**config.mk**
```make
export PLATFORM = sky130hd
export DESIGN_NAME = gdv_front
export DESIGN_NICKNAME = d
export VERILOG_FILES = /design/src/design/gdv_pkg.sv /design/src/design/gdv_front.sv
export SDC_FILE = /design/constraint.sdc
export NUM_CORES = 1
export LEC_CHECK = 0
export ABC_AREA = 0
export ABC_CLOCK_PERIOD_IN_PS = 1900
export BUFFER_PORTS_ARGS = -buffer_cell sky130_fd_sc_hd__buf_4
export CAP_MARGIN = 30
export CORE_MARGIN = 5
export CORE_UTILIZATION = 45
export DETAILED_ROUTE_END_ITERATION = 10
export GPL_ROUTABILITY_DRIVEN = 0
export PLACE_DENSITY_LB_ADDON = 0.25
export SLEW_MARGIN = 30
export SYNTH_ARGS = -nofsm -noshare
export SYNTH_HDL_FRONTEND = slang
export SYNTH_SLANG_ARGS = --single-unit
```
**constraint.sdc**
```tcl
create_clock -name clk -period 1.9 [get_ports clk]
set_input_delay 0 -clock clk [delete_from_list [all_inputs] [get_ports clk]]
set_output_delay 0 -clock clk [all_outputs]
set_load 0.1 [all_outputs]
```
**src/design/gdv_pkg.sv**
```systemverilog
package gdv_pkg;

  localparam int MAX_NODES  = 64;
  localparam int NODE_W     = $clog2(MAX_NODES);
  localparam int CNT_W      = NODE_W + 1;
  localparam int PORT_W     = 7;
  localparam int FIFO_DEPTH = 2;
  localparam int FIFO_AW    = $clog2(FIFO_DEPTH);

  localparam logic [1:0] CMD_EDGE = 2'd0;
  localparam logic [1:0] CMD_DFS  = 2'd1;
  localparam logic [1:0] CMD_BFS  = 2'd2;

  localparam logic CFG_NODE_COUNT = 1'b0;
  localparam logic CFG_START_NODE = 1'b1;

  typedef enum logic [1:0] {
    OP_EDGE = 2'd0,
    OP_DFS  = 2'd1,
    OP_BFS  = 2'd2
  } op_t;

  typedef logic [MAX_NODES-1:0] row_t;

  typedef struct packed {
    op_t               op;
    logic [NODE_W-1:0] a;
    logic [NODE_W-1:0] b;
  } item_t;

  function automatic row_t bit_of(input logic [NODE_W-1:0] idx);
    row_t v;
    v      = '0;
    v[idx] = 1'b1;
    return v;
  endfunction

  function automatic logic [NODE_W-1:0] lowest_idx(input row_t v);
    row_t              iso;
    logic [NODE_W-1:0] idx;
    iso = v & (~v + row_t'(1));
    idx = '0;
    for (int i = 0; i < MAX_NODES; i++) begin
      if (iso[i]) idx = idx | NODE_W'(i);
    end
    return idx;
  endfunction

endpackage

```
**src/design/gdv_front.sv**
```systemverilog
module gdv_front (
  input  logic                        clk,
  input  logic                        rst,
  input  logic                        start,
  input  logic                        full,
  input  logic [1:0]                  cmd,
  input  logic [gdv_pkg::PORT_W-1:0]  node_a,
  input  logic [gdv_pkg::PORT_W-1:0]  node_b,
  input  logic                        cfg_valid,
  output logic                        cfg_ready,
  input  logic                        cfg_index,
  input  logic [gdv_pkg::PORT_W-1:0]  cfg_data,
  output logic                        push,
  output gdv_pkg::item_t              item,
  output gdv_pkg::row_t               live
);
  import gdv_pkg::*;

  logic [PORT_W-1:0] node_count;
  logic [PORT_W-1:0] start_node;
  logic [PORT_W-1:0] n_eff;
  logic [PORT_W-1:0] a_m1;
  logic [PORT_W-1:0] b_m1;
  logic [PORT_W-1:0] s_m1;
  logic              a_ok;
  logic              b_ok;
  logic              s_ok;
  logic              accept;

  assign cfg_ready = 1'b1;

  always_ff @(posedge clk) begin
    if (rst) begin
      node_count <= PORT_W'(1);
      start_node <= PORT_W'(1);
    end else if (cfg_valid && cfg_ready) begin
      case (cfg_index)
        CFG_NODE_COUNT: node_count <= cfg_data;
        CFG_START_NODE: start_node <= cfg_data;
        default: ;
      endcase
    end
  end

  assign n_eff = (node_count > PORT_W'(MAX_NODES)) ? PORT_W'(MAX_NODES) : node_count;

  always_comb begin
    for (int i = 0; i < MAX_NODES; i++) begin
      live[i] = (PORT_W'(i) < n_eff);
    end
  end

  assign a_m1 = node_a - PORT_W'(1);
  assign b_m1 = node_b - PORT_W'(1);
  assign s_m1 = start_node - PORT_W'(1);
  assign a_ok = (node_a != '0) && (node_a <= n_eff);
  assign b_ok = (node_b != '0) && (node_b <= n_eff);
  assign s_ok = (start_node != '0) && (start_node <= n_eff);

  assign accept = start && !full;

  always_comb begin
    push   = 1'b0;
    item.op = OP_EDGE;
    item.a = a_m1[NODE_W-1:0];
    item.b = b_m1[NODE_W-1:0];
    case (cmd)
      CMD_EDGE: begin
        push = accept && a_ok && b_ok;
      end
      CMD_DFS: begin
        push    = accept && s_ok;
        item.op = OP_DFS;
        item.a  = s_m1[NODE_W-1:0];
      end
      CMD_BFS: begin
        push    = accept && s_ok;
        item.op = OP_BFS;
        item.a  = s_m1[NODE_W-1:0];
      end
      default: ;
    endcase
  end

endmodule

```
Yosys cells after proc, flatten, opt, wreduce, memory -nomap -nowiden
Index checks and enable logic that the tools add are counted.

Eq/ne operators: 2. Mux-type cells: 3. Order comparisons: 68. Reductions and logical operators: 15. Bitwise logic cells: 1. Add/sub/neg operators: 3.

Operators with widths (count): < comparator 6 x 7 -> 1 bit, first input constant (32); < comparator 5 x 7 -> 1 bit, first input constant (16); < comparator 4 x 7 -> 1 bit, first input constant (8); < comparator 3 x 7 -> 1 bit, first input constant (4); less-or-equal comparator 7 bit (3); nonzero test 7 bit (3); subtractor 6 x 1 -> 6 bit, second input constant (3); one-hot mux 8 bit (2 select lines) (1); < comparator 1 x 7 -> 1 bit, first input constant (2); < comparator 2 x 7 -> 1 bit, first input constant (2); greater-than comparator 7 bit, second input constant (1); logical AND 1 bit (7); two-way mux 7 bit (1); AND reduction 2 bit (2); equality test 2 x 1 -> 1 bit, second input constant (1); equality test 2 bit, second input constant (1); zero test 2 bit (1); one-hot mux 1 bit (2 select lines) (1); OR reduction 2 bit (1); zero test 1 bit (1); NOT 1 bit (1).

Flip-flop bits (word level): 14. Output and inout port bits: 80. Bits of input ports: 29.

Logic depth before layout (Yosys ltp)
Word-level depth: 7. Depth in mapped cells: 10. Depth with buffers taken out: 9.

Worst setup path before layout
OpenSTA, ideal clock, no wires.

Path kind: register -> output. Start: register node_count[6]. End: output port push. Arrival: 3.045 ns. Buffers on the path: 1. Stages on the path, launching flop included: 10. Path slack: -1.145 ns. Required time: 1.900 ns. Cells stage by stage: dfxtp_1 -> buf_6 -> inv_2 -> nand2_1 -> ha_1 -> a21o_1 -> a21oi_1 -> a21oi_1 -> a21o_1 -> o22ai_1.

Word-level cells in the longest chain between the ends: 7. Elaborated cells between the ends (all ways): 12. Those cells by class: order compare: 4; mux: 2; reduce/logical: 6.

RTL lines: from (decl) (RTL line gdv_front.sv:19) `logic [PORT_W-1:0] node_count;`; from (signal assigned) (RTL line gdv_front.sv:38) `CFG_NODE_COUNT: node_count <= cfg_data;`; greater-than comparator 7 bit (RTL line gdv_front.sv:45) `assign n_eff = (node_count > PORT_W'(MAX_NODES)) ? PORT_W'(MAX_NODES) : node_count;`; two-way mux 7 bit * (RTL line gdv_front.sv:45); less-or-equal comparator 7 bit (RTL line gdv_front.sv:56) `assign a_ok = (node_a != '0) && (node_a <= n_eff);`; logical AND 1 bit (RTL line gdv_front.sv:56); logical AND 1 bit (2 in a row) (RTL line gdv_front.sv:69) `push = accept && a_ok && b_ok;`; one-hot mux 1 bit (2 select lines) * (RTL line gdv_front.sv:67) `case (cmd)`; to (decl) (RTL line gdv_front.sv:13) `output logic push,`.

Every way passes the cells marked *; elsewhere a longest branch is shown, timed or not.

Worst setup path in the final report
Same ends and word-level chain as after synthesis.

==> results.cfg <==
[status]
outcome = finished, violations left
violations = setup timing

[final_layout]
mostFrequentLayoutCell = sky130_fd_sc_hd__buf_4
area_growth_syn_to_layout_pct = 73.4
mostFrequentLayoutCells = sky130_fd_sc_hd__buf_4 (133), sky130_fd_sc_hd__nand2_1 (42), sky130_fd_sc_hd__o21ai_2 (27), sky130_fd_sc_hd__a21oi_1 (26), sky130_fd_sc_hd__nand3_1 (22)
drive_above_1_share_pct = 52.7
antenna-diode-count = 0
layout.cells.non_filler = 492
nNetsFinal = 500
finalCoreUtilization_pct = 79.1

[clock_network]
worst_skew_pair.late_latency_ns = 0.24
numClockSinks = 14
cts_buffer_depth = 2
clk_pin_slew_ns = 0.05
number_of_buffers_inserted_during_clock_tree_synthesis = 3
cts_htree_levels = 1
clock_tree_from_tritoncts = done
ctsRootBufferMaster = sky130_fd_sc_hd__clkbuf_8

[route]
wirelength_um = 8370
drc_errors = 0
detail_route.vias_per_cell = 5.80
drt_pass1_iterations = 4
drt-initial-drc-count = 165
wl_per_cell_um = 17.0
route.antenna.remaining_nets = 0
total_via_count_in_the_routed_design = 2854

[worst_setup_path]
worst-setup-path-type = flop to primary output
cpPeakStageDelay_ns = 0.37
crit_required_ns = 1.90
crit_path_max_fanout = 4
worst_r2r_path_depth = 3
worst-endpoint-arrival_ns = 2.04
worst_setup_path_start_kind = flop
worst_path_max_delay_cell = sky130_fd_sc_hd__dfxtp_4
worst_setup_path_end_kind = primary output
path_cells = buf_4 > nor2b_4 > inv_4 > ha_4 > nand4_1 > nor2_1 > a21oi_1 > a21o_1 > o22ai_2 > buf_12

[timing]
rsz0062_at_grt = yes
fin_worst_skew_ns = 0
maxClockFrequency_mhz = 490
count_of_final_hold_check_violations = 0
post_route_fraction_of_the_period_consumed_by_the_critical_path_pct = 107
setup_violations = 1
final_max_slew_viol_count = 0
fin_setup_tns_ns = -0.140
tightest_slew_ns = 0.583
setup_ws_ns = -0.140
layout_min_cycle_time_ns = 2.04
slew_headroom_pct = 61.1

[grt]
globalRoute.busiestLayer = met2
groute.layer.met1.usage_pct = 30.9
grt_util_met2_pct = 46.1
grt_antenna_before_repair = 0
groute.usage.overall_pct = 25.6
grt_max_degree = 20
global_route.overflow_total = 0
groute.layer.met3.usage_pct = 3.40
grt_pass1_vias = 2848
grt_first_pass_wirelength_um = 13200

[yosys]
synth.ff_latch_count = 14
synth_nets = 373
synthesis.area_mm2 = 0.00213
synthDistinctLibCells = 43
synth_area_per_cell_um2 = 6.80
synth-seq-area-share_pct = 13.2
netlist_instances = 313
synth_warnings = 0

[floorplanning]
core-area_mm2 = 0.00466
die_h_um = 78.8
initial_core_util_pct = 45.6
std_cell_rows = 25
die_w_um = 78.8
boundaryPins = 109
die-area_mm2 = 0.00620

[pwr]
total_power_mw = 2.56
ir_worst_vdd_mv = 0.417
cellLeakagePower_nw = 1.80
power.density_mw_per_mm2 = 694

[run]
cap_viol_max_count = 0

[place]
dp_cells = 479
detailedPlace.worstSlack_ns = -0.101
dpl.hpwl_um = 6120
buffer_ports.inserted = 107

[worst_hold_path]
min_path_type = input port to flop
worstHoldPathCells = 3
## power breakdown
group	internal, mW	switching (mW)
combinational	0.491	1.50
clock	0.140	0.0970
sequential	0.308	0.0192
## cells by family after synthesis
| family | synth area share (%) |
|---|---|
| compound gates | 24.9 |
| fa+ha+maj | 18.2 |
| other cells | 0.176 |
| simple gates | 29.0 |
| flops | 13.2 |
| buf+inv | 9.53 |
| xor+xnor | 4.94 |
## through the flow
stage          hold slack, ns  cell area, um^2
2_1_floorplan          0.0691             2410
3_3_place_gp            0.227             3350
3_5_place_dp            0.229             3350
4_1_cts                0.0229             3600
5_1_grt                0.0238             3690
6_report               0.0167             3690
## flip-flops by register name (all words and copies together) (netlist names)
signal,flops
start_node,7
node_count,7
## worst max-delay path: cells and delay by family (launching register included)
family / cells / cell delay [ns]
adders and majority gates: 1 / 0.28
buffers and inverters: 3 / 0.43
DFF: 1 / 0.37
and+or+nand+nor: 3 / 0.34
AOI/OAI and AO/OA: 3 / 0.36
## cell type report
class	instances	area, um^2
Clock buffer	3	41.3
Inverter	24	110
Multi-Input combinational cell	256	2080
Sequential cell	14	285
Fill cell	316	973
Timing Repair Buffer	141	1100
Tap cell	54	67.6
## synth_stat cells (all sizes together)
cell type	number	area share, %
inv	24	4.4
dfxtp	14	13
and2b	1	0.35
nand2b	1	0.29
a21oi	32	7.5
nor3b	1	0.35
a211o	1	0.41
nand3	23	5.6
nor3	10	2.6
conb	1	0.18
nor4	1	0.29
a31oi	2	1.3
buf	14	4.3
ha	31	18
o21a	2	0.71
nor2b	5	1.8
a21o	3	1.1
nand4	5	1.5
o21ai	38	9.5
o22a	2	0.82
nand3b	1	0.35
or2	1	0.29
nor2	20	6.1
xor2	6	2.5
clkbuf	5	0.88
xnor2	6	2.5
nand2	50	8.8
o311ai	3	1.2
and3	2	0.59
o22ai	7	2.1
o211ai	1	0.35
## per-layer routing
| layer | wire length [um] | up-vias |
|---|---|---|
| met2 | 4290 | 130 |
| li1 | - | 1350 |
| met5 | 0 | - |
| met1 | 3180 | 1347 |
| met3 | 617 | 27 |
| met4 | 274 | 0 |
## path summary, 6_finish.rpt
check | end | from | slack [ns]
worst min register to register | start_node[6] | start_node[6] | 0.50
worst min-delay path | node_count[4] | cfg_data[4] | 0.02
worst max register to register | node_count[3] | node_count[3] | 0.93
worst max-delay path | push | node_count[6] | -0.14
## repair_timing
action,4_1_cts,5_1_grt
hold buffers,1,0
endpoints found under the hold margin,1,0
setup buffers,5,4
endpoints found under the setup margin,13,23
gates resized for setup,32,11
pin swaps,11,5
Note: power is estimated with default switching activity, not from simulation.
