File: src/design/gdv_pkg.sv
package gdv_pkg;

  localparam int MAX_NODES  = 64;
  localparam int NODE_W     = $clog2(MAX_NODES);
  localparam int CNT_W      = NODE_W + 1;
  localparam int PORT_W     = 7;
  localparam int FIFO_DEPTH = 2;
  localparam int FIFO_AW    = $clog2(FIFO_DEPTH);

  localparam logic [1:0] CMD_EDGE = 2'd0;
  localparam logic [1:0] CMD_DFS  = 2'd1;
  localparam logic [1:0] CMD_BFS  = 2'd2;

  localparam logic CFG_NODE_COUNT = 1'b0;
  localparam logic CFG_START_NODE = 1'b1;

  typedef enum logic [1:0] {
    OP_EDGE = 2'd0,
    OP_DFS  = 2'd1,
    OP_BFS  = 2'd2
  } op_t;

  typedef logic [MAX_NODES-1:0] row_t;

  typedef struct packed {
    op_t               op;
    logic [NODE_W-1:0] a;
    logic [NODE_W-1:0] b;
  } item_t;

  function automatic row_t bit_of(input logic [NODE_W-1:0] idx);
    row_t v;
    v      = '0;
    v[idx] = 1'b1;
    return v;
  endfunction

  function automatic logic [NODE_W-1:0] lowest_idx(input row_t v);
    row_t              iso;
    logic [NODE_W-1:0] idx;
    iso = v & (~v + row_t'(1));
    idx = '0;
    for (int i = 0; i < MAX_NODES; i++) begin
      if (iso[i]) idx = idx | NODE_W'(i);
    end
    return idx;
  endfunction

endpackage

File: src/design/gdv_cmd_fifo.sv
module gdv_cmd_fifo (
  input  logic            clk,
  input  logic            rst,
  input  logic            push,
  input  gdv_pkg::item_t  din,
  input  logic            pop,
  output gdv_pkg::item_t  dout,
  output logic            full,
  output logic            empty
);
  import gdv_pkg::*;

  item_t              slots [FIFO_DEPTH];
  logic [FIFO_AW-1:0] wrp;
  logic [FIFO_AW-1:0] rdp;
  logic [FIFO_AW:0]   count;

  assign full  = (count == (FIFO_AW + 1)'(FIFO_DEPTH));
  assign empty = (count == '0);
  assign dout  = slots[rdp];

  always_ff @(posedge clk) begin
    if (rst) begin
      wrp   <= '0;
      rdp   <= '0;
      count <= '0;
    end else begin
      if (push) wrp <= wrp + FIFO_AW'(1);
      if (pop)  rdp <= rdp + FIFO_AW'(1);
      case ({push, pop})
        2'b10:   count <= count + (FIFO_AW + 1)'(1);
        2'b01:   count <= count - (FIFO_AW + 1)'(1);
        default: ;
      endcase
    end
  end

  always_ff @(posedge clk) begin
    if (push) slots[wrp] <= din;
  end

endmodule

File: config.mk
export PLATFORM = sky130hd
export DESIGN_NAME = gdv_cmd_fifo
export DESIGN_NICKNAME = d
export VERILOG_FILES = /design/src/design/gdv_pkg.sv /design/src/design/gdv_cmd_fifo.sv
export SDC_FILE = /design/constraint.sdc
export NUM_CORES = 1
export LEC_CHECK = 0
export BUFFER_PORTS_ARGS = -buffer_cell sky130_fd_sc_hd__buf_2
export CAP_MARGIN = 0
export CORE_ASPECT_RATIO = 0.9
export CORE_MARGIN = 4
export CORE_UTILIZATION = 49
export DETAILED_ROUTE_END_ITERATION = 7
export GPL_ROUTABILITY_DRIVEN = 0
export PLACE_DENSITY = 0.76
export REMOVE_ABC_BUFFERS = 1
export SYNTH_ARGS = -nofsm -noshare
export SYNTH_HDL_FRONTEND = slang
export SYNTH_SLANG_ARGS = --single-unit
File: constraint.sdc
create_clock -name clk -period 1.44 [get_ports clk]
set_input_delay 0 -clock clk [delete_from_list [all_inputs] [get_ports clk]]
set_output_delay 0 -clock clk [all_outputs]
set_load 0.01 [all_outputs]
# Word level (Yosys, flattened, before mapping)
# Memory sizes are Yosys's and may differ from the RTL's. A register that Yosys moved wholly into a read port is not among the register bits.
# Index checks and enable logic that the tools add are counted.
# word_totals
reg_bits	4
latch_bits	0
ramBits	28
mem_bits_ro	0
input_bits	18
wordCells	18
mem_count	1
# mem_list
memory	words	width	read_ports	rd_ports_with_merged_regs	wr	line_no	source
slots	2	14	1	1	1	gdv_cmd_fifo.sv:13	item_t slots [FIFO_DEPTH];
# classes
addsub	4
multipliers	0
n_div	0
order_cmp	0
n_eq_ne	3
shifts	0
mux	5
bitwise_logic	0
reduce_logical	2
# ops
operator	count
equality test 2 bit (second input constant)	2
two-way mux 1 bit	4
one-hot mux 2 bit (2 select lines)	1
adder 1 bit (second input constant)	2
adder 2 x 1 -> 2 bit (second input constant)	1
equality test 2 x 1 -> 1 bit (second input constant)	1
logical NOT 2 bit	1
nonzero test 2 bit	1
subtractor 2 x 1 -> 2 bit (second input constant)	1

# Longest topological paths before layout
# Gate-level depths: netlist (run 1).
# depth
ltp_word	3
mapped_depth	5

# Worst setup path after synthesis (run 1)
# Ideal clock, no wire load.
# synth_timing
path_kind	register to register
start	register wrp
end	memory slots[0][0] (netlist name) (enable)
arrival_ps	942
path_slack_ps	114
path_stages_with_launch	2
period_less_slack_ps	1326
path_cell_list	dfxtp_1 > nor2_1
# synth_rtl
item	line_no	source
start: declaration	gdv_cmd_fifo.sv:14	logic [FIFO_AW-1:0] wrp;
start signal: assignment	gdv_cmd_fifo.sv:28	if (push) wrp <= wrp + FIFO_AW'(1);
end: declaration	gdv_cmd_fifo.sv:13	
# Straight into the memory's write port.

==> out/metrics.csv, run 1 <==
metric,value,unit
status,"complete, no violations",
finalCriticalPeriod,1.32,ns
dieWidth,60.4,um
numCtsBuffers,5,
leakage,0.000691,uW
rows,16,
placed_cells,129,
grt_pass1_wl,3540,um
cap_viol_max_count,0,
pin_count,34,
postRouteAntennaNets,0,
worst_slew_pin_slew,0.218,ns
dp.final_hpwl,1420,um
insertion_delay,0.32,ns
htree_levels,2,
antenna_found_initial,0,
antennaDiodeCount,0,
yosys.area_share.xor_xnor,0.0290,
vias,745,
yosys_warnings,0,
r2r_end,rdp,
synth_top_family_by_area,multiplexers,
critPathRequiredTime,1.44,ns
r2r-start,rdp,
first_global_vias,790,
min_path_cells,2,
rsz0062_at_grt,no,
placeableCoreArea,2260,um^2
cp-start-kind,flip-flop,
synth_simple_gate_area_share,0.0362,
dr.pass1.iters,4,
drt_iter0_markers,10,
grt_usage,0.156,
finalSetupTns,0,ns
final_cells,155,
hold_end,slots[0][8],
slew_violations,0,
drc,0,
clock_path_buffers,2,
grt_start_max_net_pins,15,
die_area,3330,um^2
synthAdderAreaFrac,0.0104,
final_common_cell,buf_2,
setup_viol,0,
syn_to_final_growth,42.5,%
die_y,55.1,um
gr-total-overflow,0,
power_density,1320,nW/um^2
routedWlPerCell,14.7,um
slew_headroom,0.854,
syn-mean-instance-area,18.6,um^2
rrSetupSlack,0.18,ns
nFillCells,130,
vias_per_cell,4.81,
seq_area_frac_synth,0.778,
r2r_cells,3,
ys_ff_latch,33,
worstPathArrival,1.32,ns
peakVddDrop,0.964,mV
synthMuxAreaShare,0.130,
netlist_area,1210,um^2
cts_root_buf,clkbuf_4,
end_kind,output port,
hold_viol,0,
cts_tree,built,
worstSetupPathType,flip-flop to output port,
layout-drive-gt1-share,0.477,
yosys.cell_types.count,14,
wl,2270,um
clkTransAtPathRegs,0.10,ns
nets,146,
skew,0.00800,ns
hold_path.class,input port to flip-flop,
synth_compound_gate_area_share,0.00828,
path_max_fanout,8,
io_buffers,33,
layout_common_cells,"33 x buf_2, 28 x edfxtp_1, 18 x dlygate4sd3_1",
min-delay-start,din[8],
cts_sinks,33,
syn_inst,65,
timing.final.crit_share,0.918,
initial_core_util,0.534,
fmax,757,MHz
==> synth_stat cells <==
library cell | n | area, um^2
edfxtp_1 | 28 | 841
mux2_2 | 14 | 158
nor2_1 | 6 | 22.5
dfxtp_1 | 5 | 100
xnor2_1 | 3 | 26.3
a21oi_1 | 1 | 5.00
and2_1 | 1 | 6.26
and2b_2 | 1 | 8.76
buf_2 | 1 | 5.00
ha_1 | 1 | 12.5
inv_1 | 1 | 3.75
o21ai_0 | 1 | 5.00
or3_1 | 1 | 6.26
xor2_1 | 1 | 8.76
==> stage by stage <==
step | power (uW) | cell area, um^2 | setup WS, ns | hold WS (ns) | utilization
after floorplan | 1290 | 1200 | 0.114 | 0.0691 | -
after global placement | 1410 | 1440 | 0.436 | 0.189 | 0.637
after detailed placement | 1420 | 1440 | 0.374 | 0.193 | 0.637
final | 2270 | 1720 | 0.119 | 0.399 | 0.762
after global routing | 2380 | 1720 | 0.0341 | 0.389 | 0.762
after CTS | 2290 | 1720 | 0.102 | 0.381 | 0.762
==> registers in the layout, indices dropped and copies added, names as in the netlist, named ones only <==
name   cells
slots     28
wrp        1
count      2
rdp        1
==> what timing repair did <==
item	CTS	global route
endpoints found under the hold margin	33	0
gates resized for setup	0	0
buffers inserted	0	0
hold buffers	18	0
endpoints found under the setup margin	0	0
==> layer usage <==
layer | up-vias | wire length (um) | GRT usage
li1 | 367 | - | -
met5 | - | 0 | 0
met4 | 0 | 25 | 0.0664
met3 | 4 | 168 | 0.0534
met1 | 348 | 862 | 0.161
met2 | 26 | 1220 | 0.288
==> how the worst max path moves through the flow <==
| stage | end |
|---|---|
| 3_3_place_gp | slots[1][6] |
| 6_report | dout[11] |
| 5_1_grt | dout[4] |
| 2_1_floorplan | slots[0][0] |
| 3_5_place_dp | count[1] |
| 4_1_cts | dout[11] |
==> worst max-delay path: stages, from the launching register on <==
cell and delay, ns:
dfxtp_1 0.34, buf_4 0.17, mux2_2 0.35, buf_2 0.14
==> cell type report <==
class	instances	area, um^2	area share
Clock buffer	5	37.5	0.0218
Clock inverter	3	65.1	0.0378
Inverter	1	3.75	0.00218
Multi-Input combinational cell	30	259	0.150
Sequential cell	33	941	0.546
Tap cell	27	33.8	0.0196
Timing Repair Buffer	56	383	0.222
==> where the power goes <==
group          switching, uW  internal, uW
clock network            301           538
logic                    137           167
registers               25.3          1110
total                    463          1810
==> kinds of logic after synthesis <==
kind of cell,after synthesis
xor gates and xnor gates,4
AOI/OAI and AO/OA,2
and+or+nand+nor,9
adders and majority gates,1
DFF,33
buffers and inverters,2
muxes,14
No activity file was read; power rests on OpenSTA's default activity.
==> inputs of run 2 (changes only) <==
Settings changed: CORE_UTILIZATION 49 to 45, GPL_TIMING_DRIVEN set to 0, PLACE_DENSITY 0.76 to 0.73, REMOVE_ABC_BUFFERS 1 to unset.
Clock period 1.44 ns to 1.2 ns, I/O delays scaled along.
==> out/metrics.csv, run 2 (synthesized netlist as in run 1, its figures left out) <==
metric,value,unit,change
power_density,1340,nW/um^2,was 1320 nW/um^2
dp.final_hpwl,1290,um,was 1420 um
postRouteAntennaNets,0,,unchanged
gr-total-overflow,0,,unchanged
utilization,0.734,,was 0.762
layout-drive-gt1-share,0.484,,was 0.477
final_cells,154,,was 155
r2r-start,wrp,,was rdp
hold_viol,0,,unchanged
min-delay-start,pop,,was din[8]
antennaDiodeCount,0,,unchanged
p_int,1920,uW,was 1810 uW
placeableCoreArea,2510,um^2,was 2260 um^2
initial_core_util,0.482,,was 0.534
grt_pass1_wl,3500,um,was 3540 um
clkTransAtPathRegs,0.09,ns,was 0.10 ns
vias,757,,was 745
violations,negative setup slack,,
htree_levels,2,,unchanged
p_sw_frac,0.222,,was 0.204
grt_usage,0.129,,was 0.156
peakVddDrop,0.945,mV,was 0.964 mV
whs,0.123,ns,was 0.399 ns
io_buffers,33,,unchanged
cts_root_buf,clkbuf_4,,unchanged
timing.final.ws_setup,-0.0886,ns,was 0.119 ns
power_frac_clock,0.251,,was 0.369
final_common_cell,edfxtp_1,,was buf_2
slew_violations,0,,unchanged
reg_top3,"slots x28, count x2",,unchanged
clock_path_buffers,2,,unchanged
r2r_end,slots[0][11],,was rdp
skew,0.00329,ns,was 0.00800 ns
fmax,776,MHz,
worstSetupPathType,flip-flop to output port,,unchanged
numCtsBuffers,5,,unchanged
rsz0062_at_grt,yes,,was no
slew_headroom,0.715,,was 0.854
rows,17,,was 16
layout_common_cells,"28 x edfxtp_1, 19 x buf_2, 17 x dlygate4sd3_1",,"was 33 x buf_2, 28 x edfxtp_1, 18 x dlygate4sd3_1"
cts_tree,built,,unchanged
grt_start_max_net_pins,15,,unchanged
pin_count,34,,unchanged
largest_reg_flops,28,,unchanged
drc,0,,unchanged
min_path_cells,4,,was 2
setup_viol,14,,was 0
die_y,57.2,um,was 55.1 um
routedWlPerCell,14.1,um,was 14.7 um
pwr-share-comb,0.195,,was 0.134
critPathRequiredTime,1.20,ns,was 1.44 ns
nFillCells,173,,was 130
p_sw,548,uW,was 463 uW
regMostFlops,slots,,unchanged
wl,2170,um,was 2270 um
status,finished with violations,,"was complete, no violations"
dr.pass1.iters,3,,was 4
dieWidth,62.6,um,was 60.4 um
cp-start-kind,flip-flop,,unchanged
first_global_vias,787,,was 790
power,2470,uW,was 2270 uW
timing.final.crit_share,1.07,,
r2r_cells,1,,was 3
path_max_fanout,5,,was 8
nets,144,,was 146
hold_path.class,input port to flip-flop,,unchanged
rrSetupSlack,0.11,ns,was 0.18 ns
drt_iter0_markers,23,,was 10
placed_cells,126,,was 129
syn_to_final_growth,52.4,%,was 42.5%
end_kind,output port,,unchanged
worstPathArrival,1.29,ns,was 1.32 ns
hold_end,count[0],,was slots[0][8]
syn_nets,84,,
seq_power_share,0.553,,was 0.498
leakage,0.000752,uW,was 0.000691 uW
cap_viol_max_count,0,,unchanged
finalCriticalPeriod,1.29,ns,
cts_sinks,33,,unchanged
die_area,3580,um^2,was 3330 um^2
insertion_delay,0.32,ns,about the same
vias_per_cell,4.92,,was 4.81
antenna_found_initial,0,,unchanged
worst_slew_pin_slew,0.427,ns,was 0.218 ns
run 2: changes by cell type in the layout (fill, tap and decap cells not counted), sizes merged:
cell,change
clkbuf,+4
buf,-2
bufinv,-2
clkinv,-1
dlygate4sd3,-1
run 2: final cells by class:
type | instances | area (um^2) | share of cell area
Sequential cell | 33 | 945 | 0.513
Clock buffer | 8 | 58.8 | 0.0319
Multi-Input combinational cell | 30 | 322 | 0.175
Timing Repair Buffer | 53 | 463 | 0.251
Tap cell | 28 | 35.0 | 0.0190
Inverter | 1 | 3.75 | 0.00204
Buffer | 1 | 15.0 | 0.00815
run 2: repair_timing:
item                                    CTS  global route
pin swaps                                 0             0
setup buffers                             2             0
endpoints found under the setup margin   42            28
cloned                                    0             1
gates resized for setup                  24            12
hold endpoints to repair                 33             0
hold buffers                             17             0
run 2: power groups by stage:
| stage | combinational (uW) | sequential, uW | clock [uW] |
|---|---|---|---|
| after floorplan | 177 | 1380 | 0 |
| after global placement | 287 | 1380 | 0 |
| after detailed placement | 295 | 1390 | 0 |
| after CTS | 437 | 1360 | 646 |
| after global routing | 518 | 1370 | 707 |
| final | 482 | 1360 | 620 |
run 2: critical path, cell delays in order, from the launching register on:
cell and delay, ns:
dfxtp_4 0.39, clkbuf_16 0.15, mux2_4 0.30, buf_6 0.12
run 2: how the worst max path moves through the flow:
stage	start	endpoint	slack, ns	depth (start not counted)
floorplan	wrp	slots[1][0]	0.07	1
global placement	wrp	slots[1][5]	-0.11	1
detailed placement	wrp	slots[1][5]	-0.12	1
CTS	flip-flop	dout[12]	-0.13	3
global route	flip-flop	dout[10]	-0.15	3
finish	flip-flop	dout[7]	-0.09	3
run 2: metrics by stage:
step           TNS, ns  area [um^2]  setup WS, ns
4_1_cts          -1.47         1770        -0.133
6_report         -1.06         1840       -0.0886
2_1_floorplan        0         1210        0.0655
3_3_place_gp     -2.92         1410        -0.111
3_5_place_dp     -3.37         1410        -0.123
5_1_grt          -1.91         1840        -0.150
run 2: per-layer routing:
metal  routed length [um]  GRT usage  vias to the layer above  part of all wire
li1                     -          -                      364                 -
met1                  891      0.138                      363              0.41
met2                 1100      0.223                       26              0.51
met3                  150     0.0591                        4             0.069
met4                   32     0.0566                        0             0.015
met5                    0          0                        -                 0
==> inputs of run 3 (changes only) <==
Settings changed: CORE_MARGIN 4 to unset.
Clock period 1.2 ns to 1.05 ns, I/O delays scaled along.
==> out/metrics.csv, run 3 (synthesized netlist as in run 1, its figures left out) <==
metric,value,unit,change
r2r-start,wrp,,unchanged
layout_common_cells,"28 x edfxtp_1, 18 x buf_2, 17 x dlygate4sd3_1, 17 x buf_6, 14 x mux2_4",,"was 28 x edfxtp_1, 19 x buf_2, 17 x dlygate4sd3_1"
nets,148,,was 144
largest_reg_flops,28,,unchanged
antenna_found_initial,0,,unchanged
dieWidth,56.6,um,was 62.6 um
clock_path_buffers,2,,unchanged
path_max_fanout,5,,unchanged
numCtsBuffers,5,,unchanged
dr.pass1.iters,4,,was 3
min_path_cells,4,,unchanged
worstSetupPathType,flip-flop to output port,,unchanged
final_common_cell,edfxtp_1,,unchanged
drt_iter0_markers,7,,was 23
reg_top3,"slots x28, count x2",,unchanged
cts_sinks,33,,unchanged
end_kind,output port,,unchanged
slew_violations,0,,unchanged
layout-drive-gt1-share,0.515,,was 0.484
first_global_vias,760,,was 787
pin_count,34,,unchanged
placement.setup.worst_slack,-0.193,ns,was -0.123 ns
violations,negative setup slack,,unchanged
status,finished with violations,,unchanged
regMostFlops,slots,,unchanged
place_area,1420,um^2,was 1410 um^2
worst_slew_pin_slew,0.238,ns,was 0.427 ns
die_area,2900,um^2,was 3580 um^2
routedWlPerCell,13.4,um,was 14.1 um
min-delay-start,pop,,unchanged
cts_tree,built,,unchanged
fmax,768,MHz,
setup_viol,14,,unchanged
r2r_cells,1,,unchanged
timing.final.ws_setup,-0.252,ns,was -0.0886 ns
finalCriticalPeriod,1.30,ns,
timing.final.crit_share,1.24,,
gr-total-overflow,0,,unchanged
io_buffers,33,,unchanged
insertion_delay,0.33,ns,was 0.32 ns
whs,0.0978,ns,was 0.123 ns
power_density,1490,nW/um^2,was 1340 nW/um^2
cap_viol_max_count,0,,unchanged
grt_usage,0.168,,was 0.129
peakVddDrop,1.36,mV,was 0.945 mV
syn_nets,84,,unchanged
grt_start_max_net_pins,15,,unchanged
wl,2130,um,was 2170 um
power,2820,uW,was 2470 uW
initial_core_util,0.486,,was 0.482
cp-start-kind,flip-flop,,unchanged
critPathRequiredTime,1.05,ns,was 1.20 ns
skew,0.00627,ns,was 0.00329 ns
antennaDiodeCount,0,,unchanged
rsz0062_at_grt,yes,,unchanged
vias,751,,was 757
r2r_end,slots[1][8],,was slots[0][11]
dp.final_hpwl,1210,um,was 1290 um
rrSetupSlack,0.05,ns,was 0.11 ns
utilization,0.762,,was 0.734
vias_per_cell,4.75,,was 4.92
htree_levels,2,,unchanged
worstPathArrival,1.30,ns,was 1.29 ns
syn_to_final_growth,56.8,%,was 52.4%
slew_headroom,0.841,,was 0.715
leakage,0.000778,uW,was 0.000752 uW
hold_viol,0,,unchanged
postRouteAntennaNets,0,,unchanged
grt_pass1_wl,3430,um,was 3500 um
fin_area,1900,um^2,was 1840 um^2
die_y,51.2,um,was 57.2 um
hold_path.class,input port to flip-flop,,unchanged
clkTransAtPathRegs,0.10,ns,was 0.09 ns
hold_end,count[0],,unchanged
cts_root_buf,clkbuf_4,,unchanged
drc,0,,unchanged
rows,17,,unchanged
placeableCoreArea,2490,um^2,was 2510 um^2
## run 3: worst max path at each step
stage / startpoint / endpoint / slack (ns) / depth (start not counted)
2_1_floorplan: wrp / slots[1][0] / 0.03 / 1
3_3_place_gp: flip-flop / dout[4] / -0.17 / 3
3_5_place_dp: flip-flop / dout[8] / -0.19 / 3
4_1_cts: flip-flop / dout[8] / -0.27 / 3
5_1_grt: flip-flop / dout[8] / -0.30 / 3
6_report: flip-flop / dout[5] / -0.25 / 3
## run 3: layer usage
| layer | vias to the layer above | track usage | routed length, um |
|---|---|---|---|
| li1 | 374 | - | - |
| met1 | 351 | 0.193 | 896 |
| met2 | 24 | 0.278 | 1070 |
| met3 | 2 | 0.0532 | 138 |
| met4 | 0 | 0.0976 | 17 |
| met5 | - | 0 | 0 |
## run 3: timing repair
item / 4_1_cts / 5_1_grt
hold buffers: 17 / 0
gates cloned: 1 / 1
pin swaps: 1 / 1
gates resized for setup: 38 / 2
setup buffers: 5 / 0
endpoints found under the setup margin: 43 / 29
endpoints found under the hold margin: 33 / 0
## run 3: area by class of cell
type | instances | area (um^2)
buffer | 1 | 15.0
clock buffer | 6 | 41.3
clock inverter | 2 | 10.0
fill | 153 | 593
inverter | 1 | 3.75
multi-input combinational | 31 | 330
sequential | 33 | 946
tap | 28 | 35.0
timing repair buffer | 56 | 514
## run 3: critical path, stage by stage, from the launching register on
cell and delay [ns]:
dfxtp_4 0.41, buf_8 0.14, mux2_4 0.31, buf_6 0.12
## run 3: through the flow
stage | cells | setup TNS (ns)
after floorplan | 65 | 0
after global placement | 126 | -2.95
after detailed placement | 126 | -3.81
after CTS | 157 | -3.58
after global routing | 158 | -3.93
final | 158 | -3.34
## run 3: report_power, final
group,internal (uW),leakage [uW],switching [uW],total [uW]
Combinational,384,0.000441,215,600
Sequential,1520,0.000305,43.2,1560
Clock,255,0.0000320,399,653
